## config.mk

```make
export PLATFORM = sky130hd
export DESIGN_NAME = deque_with_rotate
export DESIGN_NICKNAME = d
export VERILOG_FILES = /design/src/sv/dwr_pkg.sv /design/src/sv/dwr_mod.sv /design/src/sv/dwr_dp.sv /design/src/sv/dwr_ctrl.sv /design/src/sv/deque_with_rotate.sv
export SDC_FILE = /design/constraint.sdc
export NUM_CORES = 1
export LEC_CHECK = 0
export BUFFER_PORTS_ARGS = -buffer_cell sky130_fd_sc_hd__buf_2
export CAP_MARGIN = 20
export CORE_ASPECT_RATIO = 0.5
export CORE_MARGIN = 2
export CORE_UTILIZATION = 50
export CTS_CLUSTER_SIZE = 10
export DETAILED_ROUTE_END_ITERATION = 8
export PLACE_DENSITY = 0.66
export REMOVE_ABC_BUFFERS = 1
export SLEW_MARGIN = 40
export SYNTH_ARGS = -nofsm -noshare
export SYNTH_HDL_FRONTEND = slang
export SYNTH_HIERARCHICAL = 1
export SYNTH_SLANG_ARGS = --single-unit
```

## constraint.sdc

```tcl
create_clock -name i_clk -period 14.7 [get_ports i_clk]
set_input_delay 2.205 -clock i_clk [delete_from_list [all_inputs] [get_ports i_clk]]
set_output_delay 2.205 -clock i_clk [all_outputs]
set_load 0.05 [all_outputs]
```

## src/sv/dwr_pkg.sv

```systemverilog
package dwr_pkg;

    localparam int KW = 16;
    localparam int CMD_W = 3;
    localparam int STATUS_W = 2;

    typedef enum logic [CMD_W-1:0] {
        CMD_PUSH_FRONT = 3'd0,
        CMD_PUSH_BACK  = 3'd1,
        CMD_POP_FRONT  = 3'd2,
        CMD_POP_BACK   = 3'd3,
        CMD_SWAP       = 3'd4,
        CMD_ROTATE     = 3'd5
    } t_cmd;

    typedef enum logic [STATUS_W-1:0] {
        ST_OK    = 2'd0,
        ST_EMPTY = 2'd1,
        ST_FULL  = 2'd2
    } t_status;

    typedef enum logic [3:0] {
        OP_NONE,
        OP_LATCH,
        OP_PUSH_F,
        OP_PUSH_B,
        OP_RD_HEAD,
        OP_RD_LAST,
        OP_POP_F,
        OP_POP_B,
        OP_SW_LAST,
        OP_WR_HEAD,
        OP_WR_LAST,
        OP_DIV_START,
        OP_ROT_LOAD,
        OP_ROT_WR,
        OP_EMIT
    } t_dp_op;

    typedef enum logic [3:0] {
        S_IDLE,
        S_DECODE,
        S_POP_F,
        S_POP_B,
        S_SW_LAST,
        S_SW_HEAD,
        S_SW_TAIL,
        S_DIV,
        S_ROT_RD,
        S_ROT_WR,
        S_FIN
    } t_state;

    typedef struct packed {
        t_cmd cmd;
        logic err;
        logic count_zero;
        logic div_busy;
        logic rot_zero;
        logic out_free;
    } t_dp_stat;

endpackage

```

## src/sv/dwr_mod.sv

```systemverilog
module dwr_mod #(
    parameter int DW = 5
) (
    input  logic                  i_clk,
    input  logic                  i_rst_n,
    input  logic                  i_start,
    input  logic [dwr_pkg::KW-1:0] i_k,
    input  logic [DW-1:0]         i_div,
    output logic [DW-1:0]         o_rem,
    output logic                  o_busy
);

    localparam int CNTW = $clog2(dwr_pkg::KW + 1);

    logic                   r_busy;
    logic [CNTW-1:0]        r_cnt;
    logic [dwr_pkg::KW-1:0] r_k;
    logic [DW-1:0]          r_rem;
    logic [DW-1:0]          r_div;

    logic [DW:0]   shifted;
    logic [DW:0]   diff;
    logic [DW-1:0] n_rem;

    always_comb begin
        shifted = {r_rem, r_k[dwr_pkg::KW-1]};
        diff    = shifted - {1'b0, r_div};
        if (shifted >= {1'b0, r_div}) begin
            n_rem = diff[DW-1:0];
        end else begin
            n_rem = shifted[DW-1:0];
        end
    end

    always_ff @(posedge i_clk) begin
        if (!i_rst_n) begin
            r_busy <= 1'b0;
        end else if (i_start) begin
            r_busy <= 1'b1;
        end else if (r_busy && r_cnt == CNTW'(1)) begin
            r_busy <= 1'b0;
        end
    end

    always_ff @(posedge i_clk) begin
        if (i_start) begin
            r_k   <= i_k;
            r_rem <= '0;
            r_cnt <= CNTW'(dwr_pkg::KW);
            r_div <= i_div;
        end else if (r_busy) begin
            r_k   <= r_k << 1;
            r_rem <= n_rem;
            r_cnt <= r_cnt - CNTW'(1);
        end
    end

    assign o_rem  = r_rem;
    assign o_busy = r_busy;

endmodule

```

## src/sv/dwr_dp.sv

```systemverilog
module dwr_dp #(
    parameter int DEPTH      = 16,
    parameter int DATA_WIDTH = 32
) (
    input  logic                          i_clk,
    input  logic                          i_rst_n,
    input  dwr_pkg::t_dp_op               i_op,
    output dwr_pkg::t_dp_stat             o_stat,
    input  logic [dwr_pkg::CMD_W-1:0]     i_cmd,
    input  logic [DATA_WIDTH-1:0]         i_data_in,
    input  logic [dwr_pkg::KW-1:0]        i_rotate_count,
    output logic                          o_out_valid,
    input  logic                          i_out_stall,
    output logic [DATA_WIDTH-1:0]         o_data_out,
    output logic [dwr_pkg::STATUS_W-1:0]  o_status,
    output logic [$clog2(DEPTH+1)-1:0]    o_occupancy
);

    localparam int AW = $clog2(DEPTH);
    localparam int CW = $clog2(DEPTH + 1);
    localparam int SW = CW + 1;

    logic [DATA_WIDTH-1:0] r_mem [DEPTH];

    logic [AW-1:0]          r_head;
    logic [CW-1:0]          r_count;
    logic                   r_out_valid;
    dwr_pkg::t_cmd          r_cmd;
    logic [DATA_WIDTH-1:0]  r_data;
    logic [dwr_pkg::KW-1:0] r_k;
    logic [DATA_WIDTH-1:0]  r_tmp;
    logic [DATA_WIDTH-1:0]  r_rdata;
    logic [DATA_WIDTH-1:0]  r_res_data;
    dwr_pkg::t_status       r_res_status;
    logic [CW-1:0]          r_rot_left;
    logic [DATA_WIDTH-1:0]  r_out_data;
    dwr_pkg::t_status       r_out_status;
    logic [CW-1:0]          r_out_occ;

    logic [AW-1:0]         head_prev;
    logic [AW-1:0]         head_next;
    logic [SW-1:0]         sum_last;
    logic [SW-1:0]         sum_back;
    logic [SW-1:0]         wrap_last;
    logic [SW-1:0]         wrap_back;
    logic [AW-1:0]         slot_last;
    logic [AW-1:0]         slot_back;
    logic                  rd_en;
    logic [AW-1:0]         rd_addr;
    logic                  wr_en;
    logic [AW-1:0]         wr_addr;
    logic [DATA_WIDTH-1:0] wr_data;
    dwr_pkg::t_status      new_status;
    logic                  out_free;
    logic [CW-1:0]         div_rem;
    logic                  div_busy;
    logic                  is_full;
    logic                  is_empty;

    dwr_mod #(
        .DW(CW)
    ) u_mod (
        .i_clk   (i_clk),
        .i_rst_n (i_rst_n),
        .i_start (i_op == dwr_pkg::OP_DIV_START),
        .i_k     (r_k),
        .i_div   (r_count),
        .o_rem   (div_rem),
        .o_busy  (div_busy)
    );

    // ring index arithmetic; slots wrap at DEPTH
    always_comb begin
        head_prev = (r_head == '0) ? AW'(DEPTH - 1) : r_head - AW'(1);
        head_next = (r_head == AW'(DEPTH - 1)) ? '0 : r_head + AW'(1);
        sum_last  = SW'(r_head) + SW'(r_count) - SW'(1);
        sum_back  = SW'(r_head) + SW'(r_count);
        wrap_last = (sum_last >= SW'(DEPTH)) ? sum_last - SW'(DEPTH) : sum_last;
        wrap_back = (sum_back >= SW'(DEPTH)) ? sum_back - SW'(DEPTH) : sum_back;
        slot_last = wrap_last[AW-1:0];
        slot_back = wrap_back[AW-1:0];
        is_full   = (r_count == CW'(DEPTH));
        is_empty  = (r_count == '0);
        out_free  = !r_out_valid || !i_out_stall;
    end

    always_comb begin
        unique case (dwr_pkg::t_cmd'(i_cmd))
            dwr_pkg::CMD_PUSH_FRONT,
            dwr_pkg::CMD_PUSH_BACK: begin
                new_status = is_full ? dwr_pkg::ST_FULL : dwr_pkg::ST_OK;
            end
            dwr_pkg::CMD_POP_FRONT,
            dwr_pkg::CMD_POP_BACK,
            dwr_pkg::CMD_SWAP: begin
                new_status = is_empty ? dwr_pkg::ST_EMPTY : dwr_pkg::ST_OK;
            end
            default: begin
                new_status = dwr_pkg::ST_OK;
            end
        endcase
    end

    always_comb begin
        rd_en   = 1'b0;
        rd_addr = r_head;
        wr_en   = 1'b0;
        wr_addr = r_head;
        wr_data = r_data;
        unique case (i_op)
            dwr_pkg::OP_RD_HEAD: begin
                rd_en = 1'b1;
            end
            dwr_pkg::OP_RD_LAST,
            dwr_pkg::OP_SW_LAST: begin
                rd_en   = 1'b1;
                rd_addr = slot_last;
            end
            dwr_pkg::OP_PUSH_F: begin
                wr_en   = 1'b1;
                wr_addr = head_prev;
            end
            dwr_pkg::OP_PUSH_B: begin
                wr_en   = 1'b1;
                wr_addr = slot_back;
            end
            dwr_pkg::OP_WR_HEAD: begin
                wr_en   = 1'b1;
                wr_data = r_rdata;
            end
            dwr_pkg::OP_WR_LAST: begin
                wr_en   = 1'b1;
                wr_addr = slot_last;
                wr_data = r_tmp;
            end
            dwr_pkg::OP_ROT_WR: begin
                wr_en   = 1'b1;
                wr_addr = head_prev;
                wr_data = r_rdata;
            end
            default: begin
            end
        endcase
    end

    always_ff @(posedge i_clk) begin
        if (wr_en) begin
            r_mem[wr_addr] <= wr_data;
        end
        if (rd_en) begin
            r_rdata <= r_mem[rd_addr];
        end
    end

    always_ff @(posedge i_clk) begin
        if (!i_rst_n) begin
            r_head      <= '0;
            r_count     <= '0;
            r_out_valid <= 1'b0;
        end else begin
            unique case (i_op)
                dwr_pkg::OP_PUSH_F: begin
                    r_head  <= head_prev;
                    r_count <= r_count + CW'(1);
                end
                dwr_pkg::OP_PUSH_B: begin
                    r_count <= r_count + CW'(1);
                end
                dwr_pkg::OP_POP_F: begin
                    r_head  <= head_next;
                    r_count <= r_count - CW'(1);
                end
                dwr_pkg::OP_POP_B: begin
                    r_count <= r_count - CW'(1);
                end
                dwr_pkg::OP_ROT_WR: begin
                    r_head <= head_prev;
                end
                default: begin
                end
            endcase
            if (i_op == dwr_pkg::OP_EMIT) begin
                r_out_valid <= 1'b1;
            end else if (!i_out_stall) begin
                r_out_valid <= 1'b0;
            end
        end
    end

    always_ff @(posedge i_clk) begin
        unique case (i_op)
            dwr_pkg::OP_LATCH: begin
                r_cmd        <= dwr_pkg::t_cmd'(i_cmd);
                r_data       <= i_data_in;
                r_k          <= i_rotate_count;
                r_res_data   <= '0;
                r_res_status <= new_status;
            end
            dwr_pkg::OP_POP_F,
            dwr_pkg::OP_POP_B: begin
                r_res_data <= r_rdata;
            end
            dwr_pkg::OP_SW_LAST: begin
                r_tmp <= r_rdata;
            end
            dwr_pkg::OP_ROT_LOAD: begin
                r_rot_left <= div_rem;
            end
            dwr_pkg::OP_ROT_WR: begin
                r_rot_left <= r_rot_left - CW'(1);
            end
            dwr_pkg::OP_EMIT: begin
                r_out_data   <= r_res_data;
                r_out_status <= r_res_status;
                r_out_occ    <= r_count;
            end
            default: begin
            end
        endcase
    end

    always_comb begin
        o_stat.cmd        = r_cmd;
        o_stat.err        = (r_res_status != dwr_pkg::ST_OK);
        o_stat.count_zero = is_empty;
        o_stat.div_busy   = div_busy;
        o_stat.rot_zero   = (r_rot_left == '0);
        o_stat.out_free   = out_free;
    end

    assign o_out_valid = r_out_valid;
    assign o_data_out  = r_out_data;
    assign o_status    = r_out_status;
    assign o_occupancy = r_out_occ;

    a_count_bound: assert property (@(posedge i_clk) disable iff (!i_rst_n)
        r_count <= CW'(DEPTH))
        else $error("entry count above depth");

    a_push_count: assert property (@(posedge i_clk) disable iff (!i_rst_n)
        i_op == dwr_pkg::OP_PUSH_F |=> r_count == $past(r_count) + CW'(1))
        else $error("front push did not grow count");

    a_emit_free: assert property (@(posedge i_clk) disable iff (!i_rst_n)
        i_op == dwr_pkg::OP_EMIT |-> out_free)
        else $error("result overwritten before taken");

    a_rot_left: assert property (@(posedge i_clk) disable iff (!i_rst_n)
        i_op == dwr_pkg::OP_ROT_WR |-> r_rot_left != '0)
        else $error("rotate step with no moves left");

endmodule

```

## src/sv/dwr_ctrl.sv

```systemverilog
module dwr_ctrl (
    input  logic              i_clk,
    input  logic              i_rst_n,
    input  logic              i_in_valid,
    output logic              o_in_stall,
    input  dwr_pkg::t_dp_stat i_stat,
    output dwr_pkg::t_dp_op   o_op
);

    dwr_pkg::t_state r_state;
    dwr_pkg::t_state n_state;

    always_ff @(posedge i_clk) begin
        if (!i_rst_n) begin
            r_state <= dwr_pkg::S_IDLE;
        end else begin
            r_state <= n_state;
        end
    end

    always_comb begin
        n_state = r_state;
        unique case (r_state)
            dwr_pkg::S_IDLE: begin
                if (i_in_valid) begin
                    n_state = dwr_pkg::S_DECODE;
                end
            end
            dwr_pkg::S_DECODE: begin
                if (i_stat.err) begin
                    n_state = dwr_pkg::S_FIN;
                end else begin
                    unique case (i_stat.cmd)
                        dwr_pkg::CMD_POP_FRONT: n_state = dwr_pkg::S_POP_F;
                        dwr_pkg::CMD_POP_BACK:  n_state = dwr_pkg::S_POP_B;
                        dwr_pkg::CMD_SWAP:      n_state = dwr_pkg::S_SW_LAST;
                        dwr_pkg::CMD_ROTATE: begin
                            n_state = i_stat.count_zero ? dwr_pkg::S_FIN : dwr_pkg::S_DIV;
                        end
                        default:                n_state = dwr_pkg::S_FIN;
                    endcase
                end
            end
            dwr_pkg::S_POP_F:   n_state = dwr_pkg::S_FIN;
            dwr_pkg::S_POP_B:   n_state = dwr_pkg::S_FIN;
            dwr_pkg::S_SW_LAST: n_state = dwr_pkg::S_SW_HEAD;
            dwr_pkg::S_SW_HEAD: n_state = dwr_pkg::S_SW_TAIL;
            dwr_pkg::S_SW_TAIL: n_state = dwr_pkg::S_FIN;
            dwr_pkg::S_DIV: begin
                if (!i_stat.div_busy) begin
                    n_state = dwr_pkg::S_ROT_RD;
                end
            end
            dwr_pkg::S_ROT_RD: begin
                n_state = i_stat.rot_zero ? dwr_pkg::S_FIN : dwr_pkg::S_ROT_WR;
            end
            dwr_pkg::S_ROT_WR:  n_state = dwr_pkg::S_ROT_RD;
            dwr_pkg::S_FIN: begin
                if (i_stat.out_free) begin
                    n_state = dwr_pkg::S_IDLE;
                end
            end
            default:            n_state = dwr_pkg::S_IDLE;
        endcase
    end

    always_comb begin
        o_op       = dwr_pkg::OP_NONE;
        o_in_stall = (r_state != dwr_pkg::S_IDLE);
        unique case (r_state)
            dwr_pkg::S_IDLE: begin
                if (i_in_valid) begin
                    o_op = dwr_pkg::OP_LATCH;
                end
            end
            dwr_pkg::S_DECODE: begin
                if (!i_stat.err) begin
                    unique case (i_stat.cmd)
                        dwr_pkg::CMD_PUSH_FRONT: o_op = dwr_pkg::OP_PUSH_F;
                        dwr_pkg::CMD_PUSH_BACK:  o_op = dwr_pkg::OP_PUSH_B;
                        dwr_pkg::CMD_POP_FRONT:  o_op = dwr_pkg::OP_RD_HEAD;
                        dwr_pkg::CMD_POP_BACK:   o_op = dwr_pkg::OP_RD_LAST;
                        dwr_pkg::CMD_SWAP:       o_op = dwr_pkg::OP_RD_HEAD;
                        dwr_pkg::CMD_ROTATE: begin
                            if (!i_stat.count_zero) begin
                                o_op = dwr_pkg::OP_DIV_START;
                            end
                        end
                        default:                 o_op = dwr_pkg::OP_NONE;
                    endcase
                end
            end
            dwr_pkg::S_POP_F:   o_op = dwr_pkg::OP_POP_F;
            dwr_pkg::S_POP_B:   o_op = dwr_pkg::OP_POP_B;
            dwr_pkg::S_SW_LAST: o_op = dwr_pkg::OP_SW_LAST;
            dwr_pkg::S_SW_HEAD: o_op = dwr_pkg::OP_WR_HEAD;
            dwr_pkg::S_SW_TAIL: o_op = dwr_pkg::OP_WR_LAST;
            dwr_pkg::S_DIV: begin
                if (!i_stat.div_busy) begin
                    o_op = dwr_pkg::OP_ROT_LOAD;
                end
            end
            dwr_pkg::S_ROT_RD: begin
                if (!i_stat.rot_zero) begin
                    o_op = dwr_pkg::OP_RD_LAST;
                end
            end
            dwr_pkg::S_ROT_WR:  o_op = dwr_pkg::OP_ROT_WR;
            dwr_pkg::S_FIN: begin
                if (i_stat.out_free) begin
                    o_op = dwr_pkg::OP_EMIT;
                end
            end
            default:            o_op = dwr_pkg::OP_NONE;
        endcase
    end

    a_stall_idle: assert property (@(posedge i_clk) disable iff (!i_rst_n)
        o_op == dwr_pkg::OP_LATCH |-> !o_in_stall && i_in_valid)
        else $error("command latched outside idle");

    a_latch_decode: assert property (@(posedge i_clk) disable iff (!i_rst_n)
        o_op == dwr_pkg::OP_LATCH |=> r_state == dwr_pkg::S_DECODE)
        else $error("latched command not decoded");

    a_emit_idle: assert property (@(posedge i_clk) disable iff (!i_rst_n)
        o_op == dwr_pkg::OP_EMIT |=> r_state == dwr_pkg::S_IDLE)
        else $error("controller busy after result");

endmodule

```

## src/sv/deque_with_rotate.sv

```systemverilog
// Bounded double-ended queue of DEPTH signed entries in a ring buffer, one
// command per input beat (push front/back, pop front/back, swap ends, rotate
// right by rotate_count mod occupancy) and one result beat per command. One
// command is in flight at a time; the next input beat is taken as soon as the
// previous result is loaded into the output register, even while that beat is
// still stalled. Commands step through states over the single-port entry memory
// and the bit-serial remainder unit; a rotate with entries present reduces the
// amount in 16 remainder steps, then reads and writes once per entry moved.
module deque_with_rotate #(
    parameter int DEPTH      = 16,
    parameter int DATA_WIDTH = 32
) (
    input  logic                                i_clk,
    input  logic                                i_rst_n,
    input  logic                                i_in_valid,
    output logic                                o_in_stall,
    input  logic [dwr_pkg::CMD_W-1:0]           i_cmd,
    input  logic signed [DATA_WIDTH-1:0]        i_data_in,
    input  logic [dwr_pkg::KW-1:0]              i_rotate_count,
    output logic                                o_out_valid,
    input  logic                                i_out_stall,
    output logic signed [DATA_WIDTH-1:0]        o_data_out,
    output logic [dwr_pkg::STATUS_W-1:0]        o_status,
    output logic [$clog2(DEPTH+1)-1:0]          o_occupancy
);

    dwr_pkg::t_dp_op   op;
    dwr_pkg::t_dp_stat stat;
    logic [DATA_WIDTH-1:0] data_out;

    dwr_ctrl u_ctrl (
        .i_clk      (i_clk),
        .i_rst_n    (i_rst_n),
        .i_in_valid (i_in_valid),
        .o_in_stall (o_in_stall),
        .i_stat     (stat),
        .o_op       (op)
    );

    dwr_dp #(
        .DEPTH      (DEPTH),
        .DATA_WIDTH (DATA_WIDTH)
    ) u_dp (
        .i_clk          (i_clk),
        .i_rst_n        (i_rst_n),
        .i_op           (op),
        .o_stat         (stat),
        .i_cmd          (i_cmd),
        .i_data_in      (i_data_in),
        .i_rotate_count (i_rotate_count),
        .o_out_valid    (o_out_valid),
        .i_out_stall    (i_out_stall),
        .o_data_out     (data_out),
        .o_status       (o_status),
        .o_occupancy    (o_occupancy)
    );

    assign o_data_out = data_out;

endmodule

```

==> impl_metrics.toml <==
[global_routing]
met3_usage = 0.04889
busiest_layer = "met2"
grt_max_degree = 231
grt.met2_usage = 0.3771
grt_pass1_vias = 19440
grtUsageMet1 = 0.3442
grt_pass1_wl_um = 118800
grt_remaining_overflow = 0
grt_antenna_before_repair = 0
track_usage = 0.2414

[clock_tree]
cts_sinks = 751
clock-root-buffer = "clkbuf_16"
post_cts_resized = 0
postCtsSetupBuffers = 0
clkLatencyLatePin_ns = 0.63
cts_buffer_depth = 3
cts_buffers = 85
htree_levels = 3
postCtsHoldBufs = 0
clk_pin_slew_ns = 0.06
tritoncts = "yes"

[logic_synthesis]
synth.top_cell.area_share = 0.6960
postSynthCellCount = 2156
yosys_warnings = 6
yosysMostFrequentCell = "edfxtp_1"
synth_ff_type = "edfxtp_1"
syn_area_sq_um = 31320
synth_area_leaders = "edfxtp_1, o21ai_0, a32oi_1"
syn_area_per_cell_sq_um = 14.53
ys_ff_latch = 751
synth_commonest_cells = "edfxtp_1, o21ai_0, clkbuf_1"
synth.distinct_cells = 78
yosysTopAreaCell = "edfxtp_1"
synth_seq_area_share = 0.7120
ys_async_sr_fraction = 0
synth-edff-count = 726

[drt]
firstDrtPassIters = 6
wirelength_um = 79430
drc = 0
vias = 19960
antenna_left = 0
first_iter_violations = 2335
avgViaCountPerCell = 6.592
detail_route.wl_per_cell_um = 26.23

[run_status]
outcome = "finished clean"

[setup_path]
worstRegToRegCells = 15
r2r-start = "u_dp/r_rot_left[0]"
critPathKind = "in2reg"
rrSetupSlack_ns = 9.01
worstPathArrival_ns = 6.62
reg2reg_to = "u_dp/r_rdata[30]"
crit_required_ns = 15.05
path_max_fanout = 74
startpoint_type = "input port"
cp-end-kind = "register"

[layout]
finish.utilization = 0.5710
layout-drive-gt1-share = 0.1421
instances_no_fill = 3028
fillers = 4774
area_delta_synth_final_pct = 12.12
antennaDiodeCount = 0
num-nets-final = 2263
fin_area_sq_um = 35120

[floorplanning]
boundaryPins = 96
core_area_sq_um = 61500
die_x_um = 358.0
fp-row-count = 64
die_area_sq_um = 64780
die_h_um = 181.0
initial_utilization = 0.5093

[placed_design]
gp_congestion = 0.8180
dp_hpwl_um = 37460
preCtsSetupSlack_ns = 7.859
port_buffers = 95
placed_cells = 2921
dpl_cell_area_sq_um = 32730

[timing]
slew_headroom = 0.4215
slew_violations = 0
setup_viol = 0
min_period_over_period = 0.4265
fmax_mhz = 159.5
fin_skew_ns = 0.02680
rsz0062_at_grt = "no"
worst_slew_pin_slew_ns = 0.8677
min_period_ns = 6.270
finalHoldViolations = 0
final.setup.worst_slack_ns = 8.430

[job]
cap_viol_max_count = 0

[min_path]
hold_start = "u_dp/r_res_data[24]"
min_path_type = "reg2reg"
holdPathStages = 0
hold_end = "u_dp/o_data_out[24]"
==> stage by stage <==
stage | hold slack [ns] | TNS, ns
after floorplan | 0.4003 | -9.649
after global routing | 0.4214 | 0
after detailed placement | 0.4045 | 0
after global placement | 0.4018 | 0
after CTS | 0.4161 | 0
final | 0.4128 | 0
==> worst max-delay path, cell delays in order <==
cell and delay, ns:
buf_2 0.10, nand2_1 0.16, a32oi_2 0.17, o221ai_4 0.08, buf_4 0.56, or4b_4 0.32, inv_2 0.06, nor3_2 0.10
buf_4 0.67, or2_4 0.80, buf_6 0.68, a32oi_1 0.21, mux2i_1 0.24, mux2i_1 0.12
==> flip-flops by register name, indices dropped and copies added, names as in the netlist, 16 cells and up <==
name / count
u_dp/o_data_out: 32
u_dp/r_data: 32
u_dp/r_k: 16
u_dp/r_mem: 512
u_dp/r_rdata: 32
u_dp/r_res_data: 32
u_dp/r_tmp: 32
u_dp/u_mod/r_k: 16
==> cells by family after synthesis <==
group	synth area share
compound gates	0.1411
xor+xnor	0.006751
fa+ha+maj	0.009508
buf+inv	0.02944
flops	0.7120
mux	0.03883
simple gates	0.06240
==> cells in the final DEF, fill, tap and decap left out, types with 7 or more instances in the layout <==
cell type	synthesis	final
a311oi_1	128	128
buf_4	4	35
a31oi_1	7	7
nor2_4	0	11
mux2_2	16	16
buf_2	35	95
a22oi_1	32	32
mux2i_1	102	102
inv_1	20	20
dfxtp_1	25	25
a32oi_1	131	131
ha_1	19	19
buf_6	2	8
nor2_1	35	24
edfxtp_1	726	726
xnor2_1	10	10
nand3_1	134	133
clkbuf_16	0	86
nor2b_1	13	12
nand2b_1	9	9
and3_1	35	35
clkbuf_1	152	11
xor2_1	9	8
nor3_2	0	7
o21ai_0	274	273
nand2_1	90	90
a21oi_1	19	17
and2_1	9	9
==> cell type report <==
class | count | area [sq um] | share of cell area
sequential | 751 | 22300 | 0.6351
multi-input combinational | 1179 | 8381 | 0.2387
clock buffer | 98 | 2207 | 0.06285
tap | 825 | 1032 | 0.02939
timing repair buffer | 147 | 1008 | 0.02872
clock inverter | 6 | 103.9 | 0.002957
inverter | 22 | 82.58 | 0.002352
==> worst max-delay path by stage <==
stage,slack (ns),cells after the start,startpoint,to
final,8.43,14,i_out_stall,u_dp/r_rdata[0]
after global placement,7.51,13,i_out_stall,u_dp/r_rdata[30]
after CTS,8.51,15,i_out_stall,u_dp/r_rdata[14]
after floorplan,-0.34,9,i_out_stall,u_dp/r_rdata[30]
after detailed placement,7.86,13,i_out_stall,u_dp/r_rdata[30]
after global routing,8.12,13,i_out_stall,u_dp/r_rdata[30]
==> metal layers <==
| metal | vias to the layer above | wire (um) |
|---|---|---|
| met1 | 10080 | 33200 |
| met3 | 147 | 7509 |
| met5 | - | 0 |
| li1 | 8714 | - |
| met2 | 1016 | 36800 |
| met4 | 0 | 1921 |
Power is left out: the tool's default activity adds up to more than one toggle a clock period on the data nets, which glitch-free logic cannot reach.
